--- config.mk ---
export PLATFORM = sky130hd
export DESIGN_NAME = rima_ctrl
export DESIGN_NICKNAME = d
export VERILOG_FILES = /design/src/hw/rtl/rima_pkg.sv /design/src/hw/rtl/rima_ctrl.sv
export SDC_FILE = /design/constraint.sdc
export NUM_CORES = 1
export LEC_CHECK = 0
export BUFFER_PORTS_ARGS = -buffer_cell sky130_fd_sc_hd__buf_2
export CAP_MARGIN = 20
export CORE_AREA = 2 2 39 41
export CTS_CLUSTER_DIAMETER = 200
export DETAILED_ROUTE_END_ITERATION = 8
export DIE_AREA = 0 0 41 43
export GPL_ROUTABILITY_DRIVEN = 0
export GPL_TIMING_DRIVEN = 0
export PLACE_DENSITY_LB_ADDON = 0.3
export SLEW_MARGIN = 25
export SYNTH_ARGS = -nofsm -noshare
export SYNTH_HDL_FRONTEND = slang
export SYNTH_SLANG_ARGS = --single-unit
--- constraint.sdc ---
create_clock -name clk -period 1.2 [get_ports clk]
set_input_delay 0.12 -clock clk [delete_from_list [all_inputs] [get_ports clk]]
set_output_delay 0.12 -clock clk [all_outputs]
set_load 0.02 [all_outputs]
--- src/hw/rtl/rima_pkg.sv ---
// ----------------------------------------------------------------------------
// rima_pkg
// Shared widths, command/status types and a helper for the raw image moment
// accumulator.
// ----------------------------------------------------------------------------
package rima_pkg;

    localparam int MAX_DIM = 1024;
    localparam int COORD_W = $clog2(MAX_DIM);
    localparam int DIM_W   = 11;
    localparam int PIX_W   = 8;

    localparam int SQ_W   = 2 * COORD_W;
    localparam int CUBE_W = 3 * COORD_W;
    localparam int T1_W   = PIX_W + COORD_W;
    localparam int T2_W   = PIX_W + SQ_W;
    localparam int T3_W   = PIX_W + CUBE_W;

    localparam int ACC00_W = 28;
    localparam int ACC10_W = 37;
    localparam int ACC01_W = 37;
    localparam int ACC20_W = 47;
    localparam int ACC11_W = 46;
    localparam int ACC02_W = 47;
    localparam int ACC30_W = 57;
    localparam int ACC21_W = 56;
    localparam int ACC12_W = 56;
    localparam int ACC03_W = 57;

    localparam int M00_W = 28;
    localparam int M10_W = 37;
    localparam int M01_W = 37;
    localparam int M20_W = 47;
    localparam int M11_W = 46;
    localparam int M02_W = 47;
    localparam int M30_W = 56;
    localparam int M21_W = 56;
    localparam int M12_W = 56;
    localparam int M03_W = 56;

    localparam int CFG_IDX_W = 4;
    localparam logic [CFG_IDX_W-1:0] REG_IMAGE_WIDTH  = CFG_IDX_W'(0);
    localparam logic [CFG_IDX_W-1:0] REG_IMAGE_HEIGHT = CFG_IDX_W'(1);

    localparam logic [DIM_W-1:0] DIM_RESET = DIM_W'(MAX_DIM);

    typedef struct packed {
        logic capture;
        logic mul1;
        logic mul2;
        logic mul3;
        logic accum;
    } rima_cmd_t;

    typedef struct packed {
        logic frame_end;
    } rima_sts_t;

    // last valid coordinate for a configured dimension, clamped to 1..MAX_DIM
    function automatic logic [COORD_W-1:0] dim_last(input logic [DIM_W-1:0] dim);
        logic [COORD_W-1:0] r;
        if (dim == '0)
        begin
            r = '0;
        end
        else if (dim > DIM_W'(MAX_DIM))
        begin
            r = COORD_W'(MAX_DIM - 1);
        end
        else
        begin
            r = COORD_W'(dim - DIM_W'(1));
        end
        return r;
    endfunction

endpackage

--- src/hw/rtl/rima_ctrl.sv ---
// ----------------------------------------------------------------------------
// rima_ctrl
// Sequencer: steps one pixel through three multiply stages and the
// accumulate stage, and owns the input ready and result valid flags.
// ----------------------------------------------------------------------------
module rima_ctrl
    import rima_pkg::*;
(
    input  logic      clk,
    input  logic      rst_n,
    input  logic      pixel_valid,
    output logic      pixel_ready,
    output logic      moment_valid,
    input  logic      moment_ready,
    input  rima_sts_t sts,
    output rima_cmd_t cmd
);

    localparam logic [2:0] S_IDLE = 3'd0;
    localparam logic [2:0] S_MUL1 = 3'd1;
    localparam logic [2:0] S_MUL2 = 3'd2;
    localparam logic [2:0] S_MUL3 = 3'd3;
    localparam logic [2:0] S_ACC  = 3'd4;

    logic [2:0] state_reg;
    logic [2:0] state_next;
    logic       out_valid_reg;
    logic       out_valid_next;
    logic       acc_go;

    // accumulate may proceed unless a new result would overwrite an untaken one
    assign acc_go = (state_reg == S_ACC) &&
                    !(sts.frame_end && out_valid_reg && !moment_ready);

    always_comb
    begin
        state_next  = state_reg;
        cmd         = '0;
        pixel_ready = 1'b0;
        case (state_reg)
            S_IDLE:
            begin
                pixel_ready = 1'b1;
                if (pixel_valid)
                begin
                    cmd.capture = 1'b1;
                    state_next  = S_MUL1;
                end
            end
            S_MUL1:
            begin
                cmd.mul1   = 1'b1;
                state_next = S_MUL2;
            end
            S_MUL2:
            begin
                cmd.mul2   = 1'b1;
                state_next = S_MUL3;
            end
            S_MUL3:
            begin
                cmd.mul3   = 1'b1;
                state_next = S_ACC;
            end
            S_ACC:
            begin
                if (acc_go)
                begin
                    cmd.accum  = 1'b1;
                    state_next = S_IDLE;
                end
            end
            default:
            begin
                state_next = S_IDLE;
            end
        endcase
    end

    always_comb
    begin
        out_valid_next = out_valid_reg;
        if (moment_ready)
        begin
            out_valid_next = 1'b0;
        end
        if (acc_go && sts.frame_end)
        begin
            out_valid_next = 1'b1;
        end
    end

    always_ff @(posedge clk or negedge rst_n)
    begin
        if (!rst_n)
        begin
            state_reg     <= S_IDLE;
            out_valid_reg <= 1'b0;
        end
        else
        begin
            state_reg     <= state_next;
            out_valid_reg <= out_valid_next;
        end
    end

    assign moment_valid = out_valid_reg;

endmodule

==> metrics.cfg, run 1 <==
[synthesis]
postSynthNetCount=28
yosysTopAreaCellShare_pct=42.3
yosysWarningCount=0
syn-instance-count=23
netlist-cell-type-count=15
synth.yosys.seq_area_share_pct=42.3
synthesis.area_um2=236
yosys_register_bits=4
cell_taking_the_most_area_after_synthesis=dfrtp_1
synth_top_cells_by_area=dfrtp_1, buf_4, a2111oi_2, nor3b_1, nor2_1
synth_area_per_cell_um2=10.3

[die]
dieWidth_um=41
floorplan.die_area_um2=1760
initial_core_utilization_pct=17.1
row_count=14
boundaryPins=12
fp.coreArea_um2=1380
fp.dieH_um=43

[place]
buffer_ports.inserted=11
placement.cell_area_um2=330
preCtsSetupSlack_ns=0.0200

[cts]
ctsHtreeMaxLevel=1
tritoncts=yes
clk_transition_reported_paths_ns=0.04
clock_sink_count=4
cts_inserted_buffers=3
clock_tree.buffer_depth=2
worstSkewPairLatency_ns=0.24
cts.root.buffer_cell=clkbuf_4

[worst_setup_path]
timing.critical_path.required_ns=1.08
ff2ff_path_depth=3
regToRegStartpoint=state_reg[0]$_DFFE_PN0P_
critPathKind=flop to output port
timing.rr.end=state_reg[2]$_DFFE_PN0P_
worst_ep_arrival_time_ns=1.22
crit_path_start_kind=flop
setup.worst_path.end_class=output port
largest_fanout_on_the_critical_path=6
ff2ff_setup_slack_ns=0.17

[drt]
vias=230
ant_nets=0
wirelength_um=581
routed_wire_length_per_instance_um=10.2
post-route-drc-count=0
viasPerCell=4.04
drt_iter0_drc=0
drt-pass1-iter-count=1

[grt]
grt_antenna_before_repair=0
grt_overflow=0
grt_max_degree=9
first_global_vias=202
grt_util_all_layers_pct=8.06
first_pass_grt_wire_length_um=821

[finish]
area.growth.synth_to_final_pct=89.4
n_antenna_cell=0
multi_input_area_um2=144
seq_cell_area_um2=100
largest_reg_flops=3
mostFrequentLayoutCell=buf_4
final_area_um2=448
final_core_util_pct=32.4
commonest_non_fill_non_tap_cells_in_the_layout=buf_4, buf_6, buf_2
drive_above_1_share_pct=70.7
design.final.nets=48
nFillCells=149

[sta]
timing_worst_slew_pin_value_ns=0.230
slew_headroom_pct=84.7
final_min_period_over_clock_period_pct=112
timing.final.max_slew_violations=0
setup_repair_after_global_routing_missed_its_margin=yes
worst_path_setup_slack_after_routing_ns=-0.138
finalClockSkew_ns=0.00202
final_hold_viol_count=0
hold-worst-slack_ns=0.147
fmaxAchievable_mhz=747
min_period_ns=1.34
setup_viol=6

[power]
power_frac_comb_pct=70.3
p_int_uw=789
seq_power_share_pct=16.2
finalPower_mw=1.31
power.static_leakage_nw=0.216
p_sw_share_pct=40.0
p_per_area_nw_per_um2=2930
share_clk_of_total_power_pct=13.4
ir_drop_v=0.00157
netSwitchingPower_uw=525

[min_path]
holdCritPathClass=input port to flop
worstHoldEndpoint=state_reg[0]$_DFFE_PN0P_
hold-path-cell-count=3
hold_path.startpoint=pixel_valid

[status]
status=finished with violations
failed_checks=negative setup slack

[run]
max_cap_viol_count=0

-- how the worst max path moves through the flow --
stage / from / slack [ns] / to
2_1_floorplan: moment_valid$_DFFE_PN0P_ / -0.03 / cmd[0]
3_3_place_gp: moment_valid$_DFFE_PN0P_ / 0.02 / cmd[0]
3_5_place_dp: moment_valid$_DFFE_PN0P_ / 0.02 / cmd[0]
4_1_cts: state_reg[1]$_DFFE_PN0P_ / -0.16 / cmd[0]
5_1_grt: state_reg[2]$_DFFE_PN0P_ / -0.21 / cmd[0]
6_report: state_reg[2]$_DFFE_PN0P_ / -0.14 / cmd[0]
-- Yosys cell counts --
library cell  number
and2_1             1
xnor2_1            1
nor2_1             3
nor3_2             1
nor2b_1            1
nor3b_1            2
nor3_1             1
buf_4              3
a2111oi_2          1
and3b_1            1
a31o_2             1
buf_2              1
inv_1              1
dfrtp_1            4
a41o_1             1
-- kinds of logic after synthesis --
group / Yosys count / share of synthesized area (%)
simple gates: 10 / 26.5
compound gates: 3 / 14.3
flops: 4 / 42.3
buf+inv: 5 / 13.2
xor+xnor: 1 / 3.70
-- cell type report --
cell class                 instances  share of cell area (%)
multi-input combinational         14                    32.1
timing repair buffer              16                    27.1
sequential                         4                    22.3
buffer                             3                    7.54
clock buffer                       3                    5.03
tap                               16                    4.47
inverter                           1                    1.40
-- repair_timing --
item / in CTS / in global routing
gates resized for setup: 14 / 6
setup endpoints to repair: 6 / 6
hold endpoints to repair: 4 / 0
hold buffers: 1 / 0
buffers inserted: 1 / 3
pin swaps: 3 / 4
-- worst max-delay path: stages, from the launching register on --
cell	delay (ns)
dfrtp_1	0.33
buf_6	0.13
inv_4	0.04
a2111oi_4	0.29
buf_4	0.19
-- layer usage --
layer  track usage [%]  vias up  wire length (µm)
met1              8.12      103               243
met4              12.0        0                14
met2              9.69       10               287
met3              3.14        2                35
li1                  -      115                 -
met5                 0        -                 0
-- metrics by stage --
stage | cells | setup TNS [ns]
2_1_floorplan | 23 | -0.0337
3_3_place_gp | 50 | 0
3_5_place_dp | 50 | 0
4_1_cts | 55 | -0.520
5_1_grt | 57 | -0.895
6_report | 57 | -0.561
-- power by group through the flow --
| stage | logic [mW] | clock network, mW | registers, mW |
|---|---|---|---|
| final | 0.924 | 0.177 | 0.213 |
| after floorplan | 0.509 | 0 | 0.214 |
| after global placement | 0.660 | 0 | 0.205 |
| after CTS | 0.815 | 0.190 | 0.214 |
| after global routing | 0.986 | 0.197 | 0.220 |
| after detailed placement | 0.662 | 0 | 0.204 |
(Power assumes the default switching activity.)
==> run 2: changes to the inputs <==
==> constraint.sdc (replaced) <==
create_clock -name clk -period 1.2 [get_ports clk]
set_input_delay 0.24 -clock clk [delete_from_list [all_inputs] [get_ports clk]]
set_output_delay 0.24 -clock clk [all_outputs]
set_load 0.02 [all_outputs]
==> metrics.cfg, run 2 (synthesized netlist as in run 1, its figures left out) <==
[finish]
final_area_um2=448  ; unchanged
nFillCells=146  ; was 149
multi_input_area_um2=144  ; unchanged
final_core_util_pct=32.4  ; unchanged
design.final.nets=48  ; unchanged
commonest_non_fill_non_tap_cells_in_the_layout=buf_4, buf_6, buf_2  ; unchanged
largest_reg_flops=3  ; unchanged
mostFrequentLayoutCell=buf_4  ; unchanged
seq_cell_area_um2=100  ; unchanged
area.growth.synth_to_final_pct=89.4  ; unchanged
n_antenna_cell=0  ; unchanged
drive_above_1_share_pct=70.7  ; unchanged
fin_cells=57  ; unchanged

[power]
ir_drop_v=0.00129  ; was 0.00157 V
finalPower_mw=1.29  ; was 1.31 mW
power.static_leakage_nw=0.216  ; about the same
p_per_area_nw_per_um2=2880  ; was 2930 nW/µm²

[grt]
grt_max_degree=9  ; unchanged
grt_util_all_layers_pct=7.65  ; was 8.06%
first_pass_grt_wire_length_um=834  ; was 821 µm
grt_use_met1_pct=8.77  ; was 8.12%
global_route.peak_usage_layer=met2  ; was met4
gr-usage-met2_pct=9.69  ; unchanged
grt_antenna_before_repair=0  ; unchanged
grt_overflow=0  ; unchanged
first_global_vias=207  ; was 202
gr-usage-met3_pct=4.71  ; was 3.14%

[run]
max_cap_viol_count=0  ; unchanged

[die]
fp.dieH_um=43  ; unchanged
dieWidth_um=41  ; unchanged
fp.coreArea_um2=1380  ; unchanged
floorplan.die_area_um2=1760  ; unchanged
initial_core_utilization_pct=17.1  ; unchanged
boundaryPins=12  ; unchanged
row_count=14  ; unchanged

[worst_setup_path]
largest_fanout_on_the_critical_path=7  ; was 6
ff2ff_path_depth=3  ; unchanged
worst_ep_arrival_time_ns=1.20  ; was 1.22 ns
setup.worst_path.end_class=output port  ; unchanged
ff2ff_setup_slack_ns=0.17  ; about the same
timing.critical_path.required_ns=0.96  ; was 1.08 ns
timing.rr.end=state_reg[2]$_DFFE_PN0P_  ; unchanged
regToRegStartpoint=state_reg[0]$_DFFE_PN0P_  ; unchanged
crit_path_start_kind=flop  ; unchanged
critPathKind=flop to output port  ; unchanged

[sta]
min_period_ns=1.44  ; was 1.34 ns
final_hold_viol_count=0  ; unchanged
fmaxAchievable_mhz=694  ; was 747 MHz
finalClockSkew_ns=0.00404  ; was 0.00202 ns
timing.final.max_slew_violations=0  ; unchanged
setup_repair_after_global_routing_missed_its_margin=yes  ; unchanged
timing_worst_slew_pin_value_ns=0.229  ; was 0.230 ns
worst_path_setup_slack_after_routing_ns=-0.240  ; was -0.138 ns
slew_headroom_pct=84.7  ; about the same
final_min_period_over_clock_period_pct=120  ; was 112%
setup_viol=6  ; unchanged

[drt]
viasPerCell=4.02  ; was 4.04
vias=229  ; was 230
drt-pass1-iter-count=1  ; unchanged
post-route-drc-count=0  ; unchanged
drt_iter0_drc=0  ; unchanged
ant_nets=0  ; unchanged
routed_wire_length_per_instance_um=9.25  ; was 10.2 µm
wirelength_um=527  ; was 581 µm

[status]
status=finished with violations  ; unchanged
failed_checks=negative setup slack  ; unchanged

[min_path]
hold-path-cell-count=3  ; unchanged
hold_path.startpoint=pixel_valid  ; unchanged
worstHoldEndpoint=state_reg[0]$_DFFE_PN0P_  ; unchanged
holdCritPathClass=input port to flop  ; unchanged

[cts]
cts_inserted_buffers=3  ; unchanged
clk_transition_reported_paths_ns=0.04  ; about the same
clock_sink_count=4  ; unchanged
worstSkewPairLatency_ns=0.23  ; was 0.24 ns
cts.root.buffer_cell=clkbuf_4  ; unchanged
ctsHtreeMaxLevel=1  ; unchanged
tritoncts=yes  ; unchanged
clock_tree.buffer_depth=2  ; unchanged

[place]
preCtsSetupSlack_ns=-0.0579  ; was 0.0200 ns
placement.cell_area_um2=355  ; was 330 µm²
buffer_ports.inserted=11  ; unchanged
dpl.hpwl_um=376
placed_cells=50  ; unchanged

==> run 2: cell counts in the layout (fill, tap and decap cells not counted) <==
No cell type changed its count.
==> run 2: area by class of cell <==
| type | count | share of cell area [%] |
|---|---|---|
| inverters | 1 | 1.40 |
| repair buffers | 16 | 27.1 |
| clock buffers | 3 | 5.03 |
| flip-flops and latches | 4 | 22.3 |
| plain buffers | 3 | 7.54 |
| well taps | 16 | 4.47 |
| multi-input cells | 14 | 32.1 |
==> run 2: how the worst max path moves through the flow <==
| stage | slack, ns | cells past startpoint | start | end |
|---|---|---|---|---|
| global route | -0.32 | 4 | state_reg[2]$_DFFE_PN0P_ | cmd[0] |
| global placement | -0.06 | 3 | state_reg[1]$_DFFE_PN0P_ | cmd[0] |
| CTS | -0.25 | 4 | state_reg[2]$_DFFE_PN0P_ | cmd[0] |
| floorplan | -0.1 | 2 | moment_valid$_DFFE_PN0P_ | cmd[0] |
| detailed placement | -0.06 | 3 | state_reg[1]$_DFFE_PN0P_ | cmd[0] |
| finish | -0.24 | 4 | state_reg[1]$_DFFE_PN0P_ | cmd[4] |
==> run 2: per-stage QoR <==
stage                     TNS [ns]  hold slack, ns
after CTS                    -1.24           0.264
after floorplan             -0.148         -0.0556
after detailed placement   -0.0799          0.0519
after global routing         -1.55           0.299
final                        -1.14           0.270
after global placement     -0.0833          0.0498
==> run 2: power by group <==
part           internal [mW]  switching, mW  total, mW
logic                  0.478          0.432      0.909
clock network          0.112         0.0534      0.165
registers              0.192         0.0226      0.215
total                  0.782          0.508       1.29
==> run 2: repair_timing <==
action / CTS / global route
hold buffers: 1 / 0
hold endpoints to repair: 4 / 0
endpoints found under the setup margin: 6 / 6
resized for setup: 13 / 0
buffers inserted: 3 / 1
gates cloned: 0 / 0
pin swaps: 4 / 0
==> run 2: critical path, stage by stage (launching register included) <==
cell and delay (ns):
dfrtp_1 0.36, buf_6 0.14, nor3_4 0.20, and2_4 0.16, buf_6 0.11
==> run 2: per-layer routing <==
metal | part of all wire (%) | up-vias
met5 | 0 | -
met4 | 0 | 0
met3 | 7.6 | 0
met2 | 50 | 10
met1 | 42 | 103
li1 | - | 116
==> run 3: changes to the inputs <==
- BUFFER_PORTS_ARGS: -buffer_cell sky130_fd_sc_hd__buf_2 -> not set
- DONT_BUFFER_PORTS: not set -> 1
==> metrics.cfg, run 3 (synthesized netlist as in run 1, its figures left out) <==
[status]
status=finished with violations  ; unchanged
failed_checks=negative setup slack  ; unchanged

[finish]
multi_input_area_um2=158  ; was 144 µm²
design.final.nets=42  ; was 48
mostFrequentLayoutCell=buf_6  ; was buf_4
seq_cell_area_um2=101  ; was 100 µm²
nFillCells=146  ; unchanged
drive_above_1_share_pct=68.6  ; was 70.7%
area.growth.synth_to_final_pct=82.5  ; was 89.4%
largest_reg_flops=3  ; unchanged
commonest_non_fill_non_tap_cells_in_the_layout=buf_6, buf_4, nor2_1, clkbuf_4, dfrtp_1  ; was buf_4, buf_6, buf_2
final_core_util_pct=31.2  ; was 32.4%
n_antenna_cell=0  ; unchanged

[grt]
grt_overflow=0  ; unchanged
first_global_vias=206  ; was 207
grt_max_degree=9  ; unchanged
first_pass_grt_wire_length_um=890  ; was 834 µm
grt_util_all_layers_pct=8.88  ; was 7.65%
grt_antenna_before_repair=0  ; unchanged

[die]
dieWidth_um=41  ; unchanged
fp.coreArea_um2=1380  ; unchanged
boundaryPins=12  ; unchanged
initial_core_utilization_pct=17.1  ; unchanged
row_count=14  ; unchanged
fp.dieH_um=43  ; unchanged
floorplan.die_area_um2=1760  ; unchanged

[worst_setup_path]
crit_path_start_kind=flop  ; unchanged
regToRegStartpoint=state_reg[0]$_DFFE_PN0P_  ; unchanged
critPathLaunch=moment_valid$_DFFE_PN0P_  ; was state_reg[1]$_DFFE_PN0P_
setup.worst_path.end_class=output port  ; unchanged
ff2ff_path_depth=4  ; was 3
timing.critical_path.required_ns=0.96  ; about the same
largest_fanout_on_the_critical_path=2  ; was 7
worst_ep_arrival_time_ns=1.28  ; was 1.20 ns
timing.rr.end=state_reg[2]$_DFFE_PN0P_  ; unchanged
ff2ff_setup_slack_ns=0.08  ; was 0.17 ns
critPathKind=flop to output port  ; unchanged

[place]
buffer_ports.inserted=0  ; was 11
preCtsSetupSlack_ns=-0.144  ; was -0.0579 ns
dpl.hpwl_um=356  ; was 376 µm

[sta]
final_min_period_over_clock_period_pct=126  ; was 120%
finalClockSkew_ns=0.00220  ; was 0.00404 ns
final_hold_viol_count=0  ; unchanged
timing_worst_slew_pin_value_ns=0.441  ; was 0.229 ns
worst_path_setup_slack_after_routing_ns=-0.318  ; was -0.240 ns
fmaxAchievable_mhz=659  ; was 694 MHz
min_period_ns=1.52  ; was 1.44 ns
setup_viol=6  ; unchanged
timing.final.max_slew_violations=0  ; unchanged
hold-worst-slack_ns=0.157  ; was 0.270 ns
slew_headroom_pct=70.6  ; was 84.7%
fin_setup_tns_ns=-1.34  ; was -1.14 ns
setup_repair_after_global_routing_missed_its_margin=yes  ; unchanged

[power]
power_frac_comb_pct=69.5  ; was 70.5%
p_int_uw=773  ; was 782 µW
p_per_area_nw_per_um2=3030  ; was 2880 nW/µm²
ir_drop_v=0.00131  ; was 0.00129 V
seq_power_share_pct=17.2  ; was 16.6%
finalPower_mw=1.31  ; was 1.29 mW
power.static_leakage_nw=0.190  ; was 0.216 nW
p_sw_share_pct=40.9  ; was 39.4%
share_clk_of_total_power_pct=13.3  ; was 12.8%
netSwitchingPower_uw=536  ; was 508 µW

[min_path]
holdCritPathClass=input port to flop  ; unchanged
hold-path-cell-count=2  ; was 3
hold_path.startpoint=pixel_valid  ; unchanged
worstHoldEndpoint=state_reg[0]$_DFFE_PN0P_  ; unchanged

[cts]
ctsHtreeMaxLevel=1  ; unchanged
clock_sink_count=4  ; unchanged
worstSkewPairLatency_ns=0.24  ; was 0.23 ns
cts_inserted_buffers=3  ; unchanged
clock_tree.buffer_depth=2  ; unchanged
tritoncts=yes  ; unchanged
clk_transition_reported_paths_ns=0.04  ; about the same
cts.root.buffer_cell=clkbuf_4  ; unchanged

[drt]
ant_nets=0  ; unchanged
met3_wirelength_um=49  ; was 40 µm
route.layer.met1.wl_um=216  ; was 220 µm
routed_wire_length_per_instance_um=11.4  ; was 9.25 µm
wirelength_um=583  ; was 527 µm
drt-pass1-iter-count=2  ; was 1
detailroute.wirelength.met2_um=302  ; was 266 µm
vias=220  ; was 229
top_layer_used=met4  ; was met3
post-route-drc-count=0  ; unchanged
viasPerCell=4.31  ; was 4.02
drt_iter0_drc=4  ; was 0

[run]
max_cap_viol_count=0  ; unchanged

[run 3: layer usage]
layer / vias up / track usage [%]
met1: 103 / 8.82
li1: 101 / -
met2: 14 / 10.3
met3: 2 / 5.24
met4: 0 / 12.0
met5: - / 0
[run 3: worst max-delay path by stage]
stage	end	depth (start not counted)
final	cmd[0]	2
after CTS	cmd[0]	2
after global placement	cmd[0]	2
after floorplan	cmd[0]	2
after global routing	cmd[4]	3
after detailed placement	cmd[0]	2
[run 3: area by class of cell]
| class | count | area share (%) |
|---|---|---|
| Multi-Input combinational cell | 14 | 36.5 |
| Timing Repair Buffer | 9 | 19.7 |
| Sequential cell | 4 | 23.5 |
| Clock buffer | 3 | 5.22 |
| Tap cell | 16 | 4.64 |
| Inverter | 1 | 0.870 |
| Buffer | 4 | 9.57 |
[run 3: what timing repair did]
| action | in CTS | in global routing |
|---|---|---|
| hold endpoints to repair | 4 | 0 |
| setup buffers | 6 | 2 |
| pin swaps | 5 | 3 |
| setup endpoints to repair | 6 | 6 |
| hold buffers | 1 | 0 |
| gates resized for setup | 8 | 2 |
[run 3: power by group through the flow]
stage               registers (mW)  logic [mW]  clock network (mW)
finish                       0.225       0.910               0.174
global route                 0.228       0.978               0.200
CTS                          0.226       0.852               0.181
detailed placement           0.225       0.624                   0
global placement             0.223       0.615                   0
floorplan                    0.221       0.570                   0
[run 3: per-stage QoR]
stage               instances  instance area (µm²)
finish                     51                  432
global route               51                  432
CTS                        49                  412
detailed placement         39                  300
global placement           39                  300
floorplan                  23                  280
[run 3: critical path, cell delays in order, from the launching register on]
cell and delay (ns):
dfrtp_2 0.44, nor2b_4 0.15, a2111oi_4 0.44
